## src/rtl/core/dltq_pkg.sv

```systemverilog
package dltq_pkg;

    localparam int DEPTH_DEF   = 16;
    localparam int MAX_RESULTS = 16;

    localparam logic [1:0] REQ_SCHEDULE   = 2'd0;
    localparam logic [1:0] REQ_UNSCHEDULE = 2'd1;
    localparam logic [1:0] REQ_TICK       = 2'd2;
    localparam logic [1:0] REQ_BAD        = 2'd3;

    localparam logic [2:0] ST_OK        = 3'd0;
    localparam logic [2:0] ST_FULL      = 3'd1;
    localparam logic [2:0] ST_NOT_FOUND = 3'd2;
    localparam logic [2:0] ST_EXPIRED   = 3'd3;
    localparam logic [2:0] ST_NONE      = 3'd4;

    typedef struct packed {
        logic [1:0]  op;
        logic [15:0] id;
        logic [7:0]  owner;
        logic [30:0] ivl;
    } t_req;

endpackage

```

## src/rtl/core/dltq_front.sv

```systemverilog
module dltq_front import dltq_pkg::*; (
    input  logic       i_clk,
    input  logic       i_rst_n,
    input  logic       start,
    input  t_req       i_req,
    output logic       busy,
    output logic       o_qvalid,
    output t_req       o_qreq,
    input  logic       i_qpop
);

    t_req       r_q [2];
    logic       r_wp;
    logic       r_rp;
    logic [1:0] r_cnt;
    logic       w_push;

    assign busy     = (r_cnt == 2'd2);
    assign o_qvalid = (r_cnt != 2'd0);
    assign o_qreq   = r_q[r_rp];

    // Undefined request codes are taken and dropped here.
    assign w_push = start && !busy && (i_req.op != REQ_BAD);

    always_ff @(posedge i_clk) begin
        if (!i_rst_n) begin
            r_wp  <= 1'b0;
            r_rp  <= 1'b0;
            r_cnt <= 2'd0;
        end else begin
            if (w_push) begin
                r_q[r_wp] <= i_req;
                r_wp      <= ~r_wp;
            end
            if (i_qpop) begin
                r_rp <= ~r_rp;
            end
            r_cnt <= r_cnt + {1'b0, w_push} - {1'b0, i_qpop};
        end
    end

endmodule

```

## src/rtl/core/dltq_back.sv

```systemverilog
module dltq_back import dltq_pkg::*; #(
    parameter int DEPTH = DEPTH_DEF
) (
    input  logic        i_clk,
    input  logic        i_rst_n,
    input  logic [15:0] i_tick_interval,
    input  logic        i_qvalid,
    input  t_req        i_qreq,
    output logic        o_qpop,
    output logic        o_valid,
    output logic [2:0]  o_status,
    output logic [15:0] o_expired_id,
    output logic [7:0]  o_expired_owner,
    output logic        o_last
);

    localparam int AW = (DEPTH > 1) ? $clog2(DEPTH) : 1;
    localparam int CW = $clog2(DEPTH + 1);
    localparam int NW = $clog2(MAX_RESULTS + 1);

    typedef struct packed {
        logic [31:0] delta;
        logic [15:0] id;
        logic [7:0]  owner;
    } t_entry;

    localparam logic [3:0] S_IDLE   = 4'd0;
    localparam logic [3:0] S_SCH_RD = 4'd1;
    localparam logic [3:0] S_SCH_EV = 4'd2;
    localparam logic [3:0] S_SHF_RD = 4'd3;
    localparam logic [3:0] S_SHF_EV = 4'd4;
    localparam logic [3:0] S_SCH_WR = 4'd5;
    localparam logic [3:0] S_UNS_RD = 4'd6;
    localparam logic [3:0] S_UNS_EV = 4'd7;
    localparam logic [3:0] S_TCK_RD = 4'd8;
    localparam logic [3:0] S_TCK_EV = 4'd9;
    localparam logic [3:0] S_CPY_RD = 4'd10;
    localparam logic [3:0] S_CPY_EV = 4'd11;

    t_entry          r_mem [DEPTH];
    t_entry          r_rdata;
    logic [3:0]      r_state;
    t_req            r_req;
    logic [CW-1:0]   r_count;
    logic [CW-1:0]   r_rd;
    logic [CW-1:0]   r_wr;
    logic [31:0]     r_acc;
    logic            r_found;
    logic [NW-1:0]   r_n;
    logic            r_pend;
    logic [15:0]     r_pend_id;
    logic [7:0]      r_pend_owner;
    logic            r_ovalid;
    logic [2:0]      r_ostatus;
    logic [15:0]     r_oid;
    logic [7:0]      r_oown;
    logic            r_olast;

    logic [32:0]     w_sum;
    logic [31:0]     w_nd;
    logic            w_match;
    logic            w_expire;

    assign o_qpop          = (r_state == S_IDLE) && i_qvalid;
    assign o_valid         = r_ovalid;
    assign o_status        = r_ostatus;
    assign o_expired_id    = r_oid;
    assign o_expired_owner = r_oown;
    assign o_last          = r_olast;

    assign w_sum    = {1'b0, r_acc} + {1'b0, r_rdata.delta};
    assign w_nd     = {1'b0, r_req.ivl} - r_acc;
    assign w_match  = (r_rdata.id == r_req.id) && (r_rdata.owner == r_req.owner);
    // r_acc holds the tick budget that is left during a tick.
    assign w_expire = (r_rdata.delta <= r_acc) && (r_n < NW'(MAX_RESULTS));

    always_ff @(posedge i_clk) begin
        if (!i_rst_n) begin
            r_state  <= S_IDLE;
            r_count  <= '0;
            r_ovalid <= 1'b0;
            r_pend   <= 1'b0;
        end else begin
            r_ovalid <= 1'b0;
            unique case (r_state)
                S_IDLE: begin
                    if (i_qvalid) begin
                        r_req   <= i_qreq;
                        r_rd    <= '0;
                        r_wr    <= '0;
                        r_acc   <= '0;
                        r_found <= 1'b0;
                        r_n     <= '0;
                        r_pend  <= 1'b0;
                        unique case (i_qreq.op)
                            REQ_SCHEDULE: begin
                                if (r_count >= CW'(DEPTH)) begin
                                    r_ovalid  <= 1'b1;
                                    r_ostatus <= ST_FULL;
                                    r_oid     <= '0;
                                    r_oown    <= '0;
                                    r_olast   <= 1'b1;
                                end else begin
                                    r_state <= S_SCH_RD;
                                end
                            end
                            REQ_UNSCHEDULE: r_state <= S_UNS_RD;
                            default: begin
                                r_acc   <= {16'd0, i_tick_interval};
                                r_state <= S_TCK_RD;
                            end
                        endcase
                    end
                end
                S_SCH_RD: begin
                    if (r_rd == r_count) begin
                        r_wr    <= r_count;
                        r_state <= S_SHF_RD;
                    end else begin
                        r_rdata <= r_mem[r_rd[AW-1:0]];
                        r_state <= S_SCH_EV;
                    end
                end
                S_SCH_EV: begin
                    if ({2'b0, r_req.ivl} >= w_sum) begin
                        r_acc   <= w_sum[31:0];
                        r_rd    <= r_rd + 1'b1;
                        r_state <= S_SCH_RD;
                    end else begin
                        r_wr    <= r_count;
                        r_state <= S_SHF_RD;
                    end
                end
                // Shift entries up from the tail down to the insert point.
                S_SHF_RD: begin
                    if (r_wr == r_rd) begin
                        r_state <= S_SCH_WR;
                    end else begin
                        r_rdata <= r_mem[AW'(r_wr - 1'b1)];
                        r_state <= S_SHF_EV;
                    end
                end
                S_SHF_EV: begin
                    if ((r_wr - 1'b1) == r_rd) begin
                        r_mem[r_wr[AW-1:0]] <= '{r_rdata.delta - w_nd, r_rdata.id,
                                                 r_rdata.owner};
                    end else begin
                        r_mem[r_wr[AW-1:0]] <= r_rdata;
                    end
                    r_wr    <= r_wr - 1'b1;
                    r_state <= S_SHF_RD;
                end
                S_SCH_WR: begin
                    r_mem[r_rd[AW-1:0]] <= '{w_nd, r_req.id, r_req.owner};
                    r_count   <= r_count + 1'b1;
                    r_ovalid  <= 1'b1;
                    r_ostatus <= ST_OK;
                    r_oid     <= '0;
                    r_oown    <= '0;
                    r_olast   <= 1'b1;
                    r_state   <= S_IDLE;
                end
                // Compacting pass: removed deltas are carried to the next kept entry.
                S_UNS_RD: begin
                    if (r_rd == r_count) begin
                        r_count   <= r_wr;
                        r_ovalid  <= 1'b1;
                        r_ostatus <= r_found ? ST_OK : ST_NOT_FOUND;
                        r_oid     <= '0;
                        r_oown    <= '0;
                        r_olast   <= 1'b1;
                        r_state   <= S_IDLE;
                    end else begin
                        r_rdata <= r_mem[r_rd[AW-1:0]];
                        r_state <= S_UNS_EV;
                    end
                end
                S_UNS_EV: begin
                    if (w_match) begin
                        r_acc   <= w_sum[31:0];
                        r_found <= 1'b1;
                    end else begin
                        r_mem[r_wr[AW-1:0]] <= '{w_sum[31:0], r_rdata.id, r_rdata.owner};
                        r_acc <= '0;
                        r_wr  <= r_wr + 1'b1;
                    end
                    r_rd    <= r_rd + 1'b1;
                    r_state <= S_UNS_RD;
                end
                // An expired entry is held back one step so that its last flag is known.
                S_TCK_RD: begin
                    if (r_rd == r_count) begin
                        r_count   <= '0;
                        r_ovalid  <= 1'b1;
                        r_ostatus <= r_pend ? ST_EXPIRED : ST_NONE;
                        r_oid     <= r_pend ? r_pend_id : 16'd0;
                        r_oown    <= r_pend ? r_pend_owner : 8'd0;
                        r_olast   <= 1'b1;
                        r_state   <= S_IDLE;
                    end else begin
                        r_rdata <= r_mem[r_rd[AW-1:0]];
                        r_state <= S_TCK_EV;
                    end
                end
                S_TCK_EV: begin
                    r_ovalid  <= r_pend || !w_expire;
                    r_ostatus <= r_pend ? ST_EXPIRED : ST_NONE;
                    r_oid     <= r_pend ? r_pend_id : 16'd0;
                    r_oown    <= r_pend ? r_pend_owner : 8'd0;
                    r_olast   <= !w_expire;
                    if (w_expire) begin
                        r_pend       <= 1'b1;
                        r_pend_id    <= r_rdata.id;
                        r_pend_owner <= r_rdata.owner;
                        r_acc        <= r_acc - r_rdata.delta;
                        r_n          <= r_n + 1'b1;
                        r_rd         <= r_rd + 1'b1;
                        r_state      <= S_TCK_RD;
                    end else begin
                        r_pend <= 1'b0;
                        r_mem[0] <= '{(r_rdata.delta > r_acc) ?
                                      r_rdata.delta - r_acc : 32'd0,
                                      r_rdata.id, r_rdata.owner};
                        r_wr <= CW'(1);
                        r_rd <= r_rd + 1'b1;
                        if (r_n == '0) begin
                            r_state <= S_IDLE;
                        end else begin
                            r_state <= S_CPY_RD;
                        end
                    end
                end
                S_CPY_RD: begin
                    if (r_rd == r_count) begin
                        r_count <= r_wr;
                        r_state <= S_IDLE;
                    end else begin
                        r_rdata <= r_mem[r_rd[AW-1:0]];
                        r_state <= S_CPY_EV;
                    end
                end
                S_CPY_EV: begin
                    r_mem[r_wr[AW-1:0]] <= r_rdata;
                    r_wr    <= r_wr + 1'b1;
                    r_rd    <= r_rd + 1'b1;
                    r_state <= S_CPY_RD;
                end
                default: r_state <= S_IDLE;
            endcase
        end
    end

endmodule

```

## src/rtl/core/delta_list_timeout_queue.sv

```systemverilog
// Delta-list timeout queue.
// Requests enter on start while busy is low: schedule, unschedule or tick,
// with i_timeout_id, i_owner_id and i_interval. Request code 3 is dropped.
// A two-item queue sits between the request front and the list engine, so
// busy rises only when two requests are waiting behind the one in work.
// Results appear on o_status, o_expired_id, o_expired_owner and o_last for
// one cycle each, marked by o_valid; the receiver cannot stall them.
// Schedule and unschedule give one result, a tick one per expired entry
// (at most 16) or a single none-expired result; o_last marks the final one.
// The list lives in a single-port memory with registered reads, so every
// walk visits each entry in a read state and then an evaluate state. A
// schedule on a full list is answered from the idle state with ST_FULL.
// i_cfg_we writes the tick interval from i_cfg_wdata; reset sets it to 1.
// Synchronous reset empties the list and the queue; no clearing pass runs.
module delta_list_timeout_queue import dltq_pkg::*; #(
    parameter int DEPTH = DEPTH_DEF
) (
    input  logic        i_clk,
    input  logic        i_rst_n,
    input  logic        i_cfg_we,
    input  logic [15:0] i_cfg_wdata,
    input  logic        start,
    output logic        busy,
    input  logic [1:0]  i_req_type,
    input  logic [15:0] i_timeout_id,
    input  logic [7:0]  i_owner_id,
    input  logic [30:0] i_interval,
    output logic        o_valid,
    output logic [2:0]  o_status,
    output logic [15:0] o_expired_id,
    output logic [7:0]  o_expired_owner,
    output logic        o_last
);

    logic [15:0] r_tick_interval;
    t_req        w_req;
    t_req        w_qreq;
    logic        w_qvalid;
    logic        w_qpop;

    assign w_req = '{i_req_type, i_timeout_id, i_owner_id, i_interval};

    always_ff @(posedge i_clk) begin
        if (!i_rst_n) begin
            r_tick_interval <= 16'd1;
        end else if (i_cfg_we) begin
            r_tick_interval <= i_cfg_wdata;
        end
    end

    dltq_front u_front (
        .i_clk    (i_clk),
        .i_rst_n  (i_rst_n),
        .start    (start),
        .i_req    (w_req),
        .busy     (busy),
        .o_qvalid (w_qvalid),
        .o_qreq   (w_qreq),
        .i_qpop   (w_qpop)
    );

    dltq_back #(.DEPTH(DEPTH)) u_back (
        .i_clk           (i_clk),
        .i_rst_n         (i_rst_n),
        .i_tick_interval (r_tick_interval),
        .i_qvalid        (w_qvalid),
        .i_qreq          (w_qreq),
        .o_qpop          (w_qpop),
        .o_valid         (o_valid),
        .o_status        (o_status),
        .o_expired_id    (o_expired_id),
        .o_expired_owner (o_expired_owner),
        .o_last          (o_last)
    );

endmodule
```

## config.mk

```make
export PLATFORM = sky130hd
export DESIGN_NAME = delta_list_timeout_queue
export DESIGN_NICKNAME = d
export VERILOG_FILES = /design/src/rtl/core/dltq_pkg.sv /design/src/rtl/core/dltq_front.sv /design/src/rtl/core/dltq_back.sv /design/src/rtl/core/delta_list_timeout_queue.sv
export SDC_FILE = /design/constraint.sdc
export NUM_CORES = 2
export LEC_CHECK = 0
export ABC_AREA = 1
export CELL_PAD_IN_SITES_DETAIL_PLACEMENT = 1
export CELL_PAD_IN_SITES_GLOBAL_PLACEMENT = 1
export CORE_ASPECT_RATIO = 0.75
export CORE_MARGIN = 5
export CORE_UTILIZATION = 40
export DETAILED_ROUTE_END_ITERATION = 10
export DONT_BUFFER_PORTS = 1
export PLACE_DENSITY = 0.63
export SLEW_MARGIN = 20
export SYNTH_ARGS = -nofsm -noshare
export SYNTH_HDL_FRONTEND = slang
export SYNTH_SLANG_ARGS = --single-unit
```

## constraint.sdc

```tcl
create_clock -name i_clk -period 9.2 [get_ports i_clk]
set_input_delay 1.38 -clock i_clk [delete_from_list [all_inputs] [get_ports i_clk]]
set_output_delay 1.38 -clock i_clk [all_outputs]
set_load 0.02 [all_outputs]
```

==> impl_metrics.py <==
metrics = {
    "status": {
        "outcome": "finished clean",
    },
    "worst_setup_path": {
        "worstPathBufferInverterCount": 3,
        "required_ns": 9.63,
        "slowest_stage": "nor2_4",
        "cp_cell_sequence": "ha_1 > nand2_1 > nor2_1 > inv_1 > nor4_1 > nand3_1 > nand2_4 > a21oi_4 > nand2_4 > nand2_1 > inv_1 > nand2_1 > nor2_4 > buf_4",
        "crit_type": "flip-flop to flip-flop",
        "worstSetupEndpointType": "flip-flop",
        "timing.critical_path.mode_cell": "nand2_1",
        "path_max_fanout": 31,
        "crit_family": "simple AND/OR/NAND/NOR gates",
        "max_stage_delay_ns": 0.93,
        "cp-start-kind": "flip-flop",
        "arrival_ns": 6.43,
        "reg2reg_slack_ns": 3.20,
    },
    "sta": {
        "worst_pin_slew_ns": 1.206,
        "maxSlewViolCount": 0,
        "setup_viol": 0,
        "final.period_utilization": 0.6524,
        "final_hold_viol_count": 0,
        "skew_ns": 0.04790,
        "grt_setup_unrepaired": "no",
        "slew_headroom": 0.1958,
        "fin_crit_ns": 6.002,
        "fmax_mhz": 166.6,
        "finalSetupTns_ns": 0,
    },
    "synth": {
        "syn_nets": 7324,
        "synthArstFlopShare": 0,
        "synth_cells": 7053,
        "ys.flop_type": "edfxtp_1",
        "yosysUniqueCellTypes": 71,
        "syn_area_per_cell_sq_um": 9.612,
        "synth-edff-count": 1221,
        "ys_ff_latch": 1257,
        "yosysWarnings": 0,
        "seq_area_frac_synth": 0.5515,
        "syn_area_sq_um": 67790,
    },
    "detailed_routing": {
        "wl_per_cell_um": 28.71,
        "ant_nets": 0,
        "via_count": 56840,
        "drtPass1Iterations": 6,
        "drcViolationCount": 0,
        "via_per_inst": 6.188,
        "routed_wl_um": 263700,
        "drt-initial-drc-count": 5991,
    },
    "clocking": {
        "cts-buffers-inserted": 134,
        "cts_tree": "done",
        "cts.reportedPaths.clkPinSlew_ns": 0.07,
        "post_cts_resized": 0,
        "cts_sinks": 1257,
        "cts_root_buf": "clkbuf_16",
        "cts_setup_buffers": 0,
        "clockBufferDepth": 3,
        "clock_latency_ns": 0.83,
        "hold_buffers": 0,
        "h-tree-depth": 4,
    },
    "job": {
        "drv_cap": 0,
    },
    "grt": {
        "overflow": 0,
        "track_usage": 0.2849,
        "grt_max_degree": 213,
        "grt_pass1_vias": 56660,
        "grt_pass1_wl_um": 382000,
        "grt_antenna_before_repair": 7,
    },
    "finish": {
        "drive_above_1_share": 0.07654,
        "layout_common_cells": "nor2_1, o21ai_0, edfxtp_1",
        "area_growth_pct": 9.683,
        "final_common_cell": "nor2_1",
        "nNetsFinal": 7096,
    },
    "place": {
        "gp_congestion": 0.9703,
        "portBuffers": 0,
        "dp_hpwl_um": 166600,
    },
    "floorplanning": {
        "dieHeight_um": 366.5,
        "fp.dieW_um": 485.4,
        "die-area_sq_um": 177900,
        "coreArea_sq_um": 168000,
        "ios": 107,
        "start_util": 0.4035,
        "fp-row-count": 130,
    },
    "min_path": {
        "holdCritPathClass": "flip-flop to flip-flop",
    },
}
[cell type report]
type                    instances  area, sq um
well taps                    2244         2808
clock buffers                 166         3523
diodes                          3        7.507
flip-flops and latches       1257        37400
multi-input cells            4862        26930
fillers                     18670        93670
clock inverters                83        943.4
inverters                     468         1809
repair buffers                102        928.4
[Yosys cell counts, drive strengths merged, types with 55 or more instances]
library cell / instances / area (sq um)
o211ai: 58 / 440.4
o21ai: 1248 / 6250
nand2: 587 / 2283
edfxtp: 1221 / 36670
xor2: 99 / 874.6
buf: 69 / 444.2
nor2: 1326 / 5085
clkbuf: 397 / 1491
a21oi: 330 / 1727
mux2: 55 / 619.3
ha: 189 / 2365
o22ai: 158 / 988.5
nand3: 168 / 883.3
o221ai: 312 / 2733
a31oi: 77 / 481.7
inv: 462 / 1744
[path summary, 6_finish.rpt]
path	startpoint	cells past startpoint	endpoint
hold / removal	r_tick_interval[0]	2	r_tick_interval[0]
setup reg to reg	u_back.r_rdata[29]	14	u_back.r_mem[14][30]
hold reg to reg	r_tick_interval[0]	2	r_tick_interval[0]
setup / recovery	u_back.r_rdata[29]	14	u_back.r_mem[14][30]
[through the flow]
stage	util	std cells	setup slack [ns]	hold slack (ns)	cell area (sq um)
after CTS	0.4423	9180	2.927	0.4761	74320
final	0.4425	9185	3.198	0.4794	74350
after global routing	0.4425	9182	2.733	0.5134	74350
after detailed placement	0.4157	8931	3.015	0.4650	69850
after floorplan	-	7053	1.621	0.4300	67790
after global placement	0.4157	8931	3.237	0.4319	69850
[worst reg2reg max path: stages (launching register included)]
cell and delay (ns):
edfxtp_1 0.52, ha_1 0.59, nand2_1 0.17, nor2_1 0.15, inv_1 0.10, nor4_1 0.86, nand3_1 0.28, nand2_4 0.29
a21oi_4 0.11, nand2_4 0.37, nand2_1 0.15, inv_1 0.12, nand2_1 0.24, nor2_4 0.93, buf_4 0.69
[sequential cells by signal (all words and copies together), names as in the netlist, 2 cells and up, named ones only]
signal	count
u_front.r_cnt	2
u_back.r_n	5
u_back.r_pend_owner	8
u_back.o_expired_owner	8
u_back.r_pend_id	16
u_back.r_acc	32
u_back.r_rdata	56
r_tick_interval	16
u_back.r_wr	5
u_back.r_count	5
u_back.o_status	3
u_back.o_expired_id	16
u_front.r_q	114
u_back.r_req	55
u_back.r_mem	896
u_back.r_rd	5
u_back.r_state	4
[per-layer routing]
layer,global-route usage,vias up,share of wire
li1,-,25080,-
met1,0.4036,29000,0.44
met2,0.4501,2311,0.45
met3,0.04320,457,0.075
met4,0.09202,0,0.031
met5,0,-,0
[logic make-up (layout without fill, tap and decap cells)]
kind of cell	count (synthesis)	in the layout	synth area share
XOR/XNOR	133	133	0.01741
AO/OA/AOI/OAI	2300	2300	0.2005
multiplexers	55	55	0.009136
buffers and inverters	934	819	0.05461
other	0	3	0
AND/OR/NAND/NOR	2180	2180	0.1305
flip-flops	1257	1257	0.5515
adder cells (fa/ha/maj)	194	194	0.03636
Power is left out: the tool's default activity adds up to more than one toggle a clock period on the data nets, which glitch-free logic cannot reach.
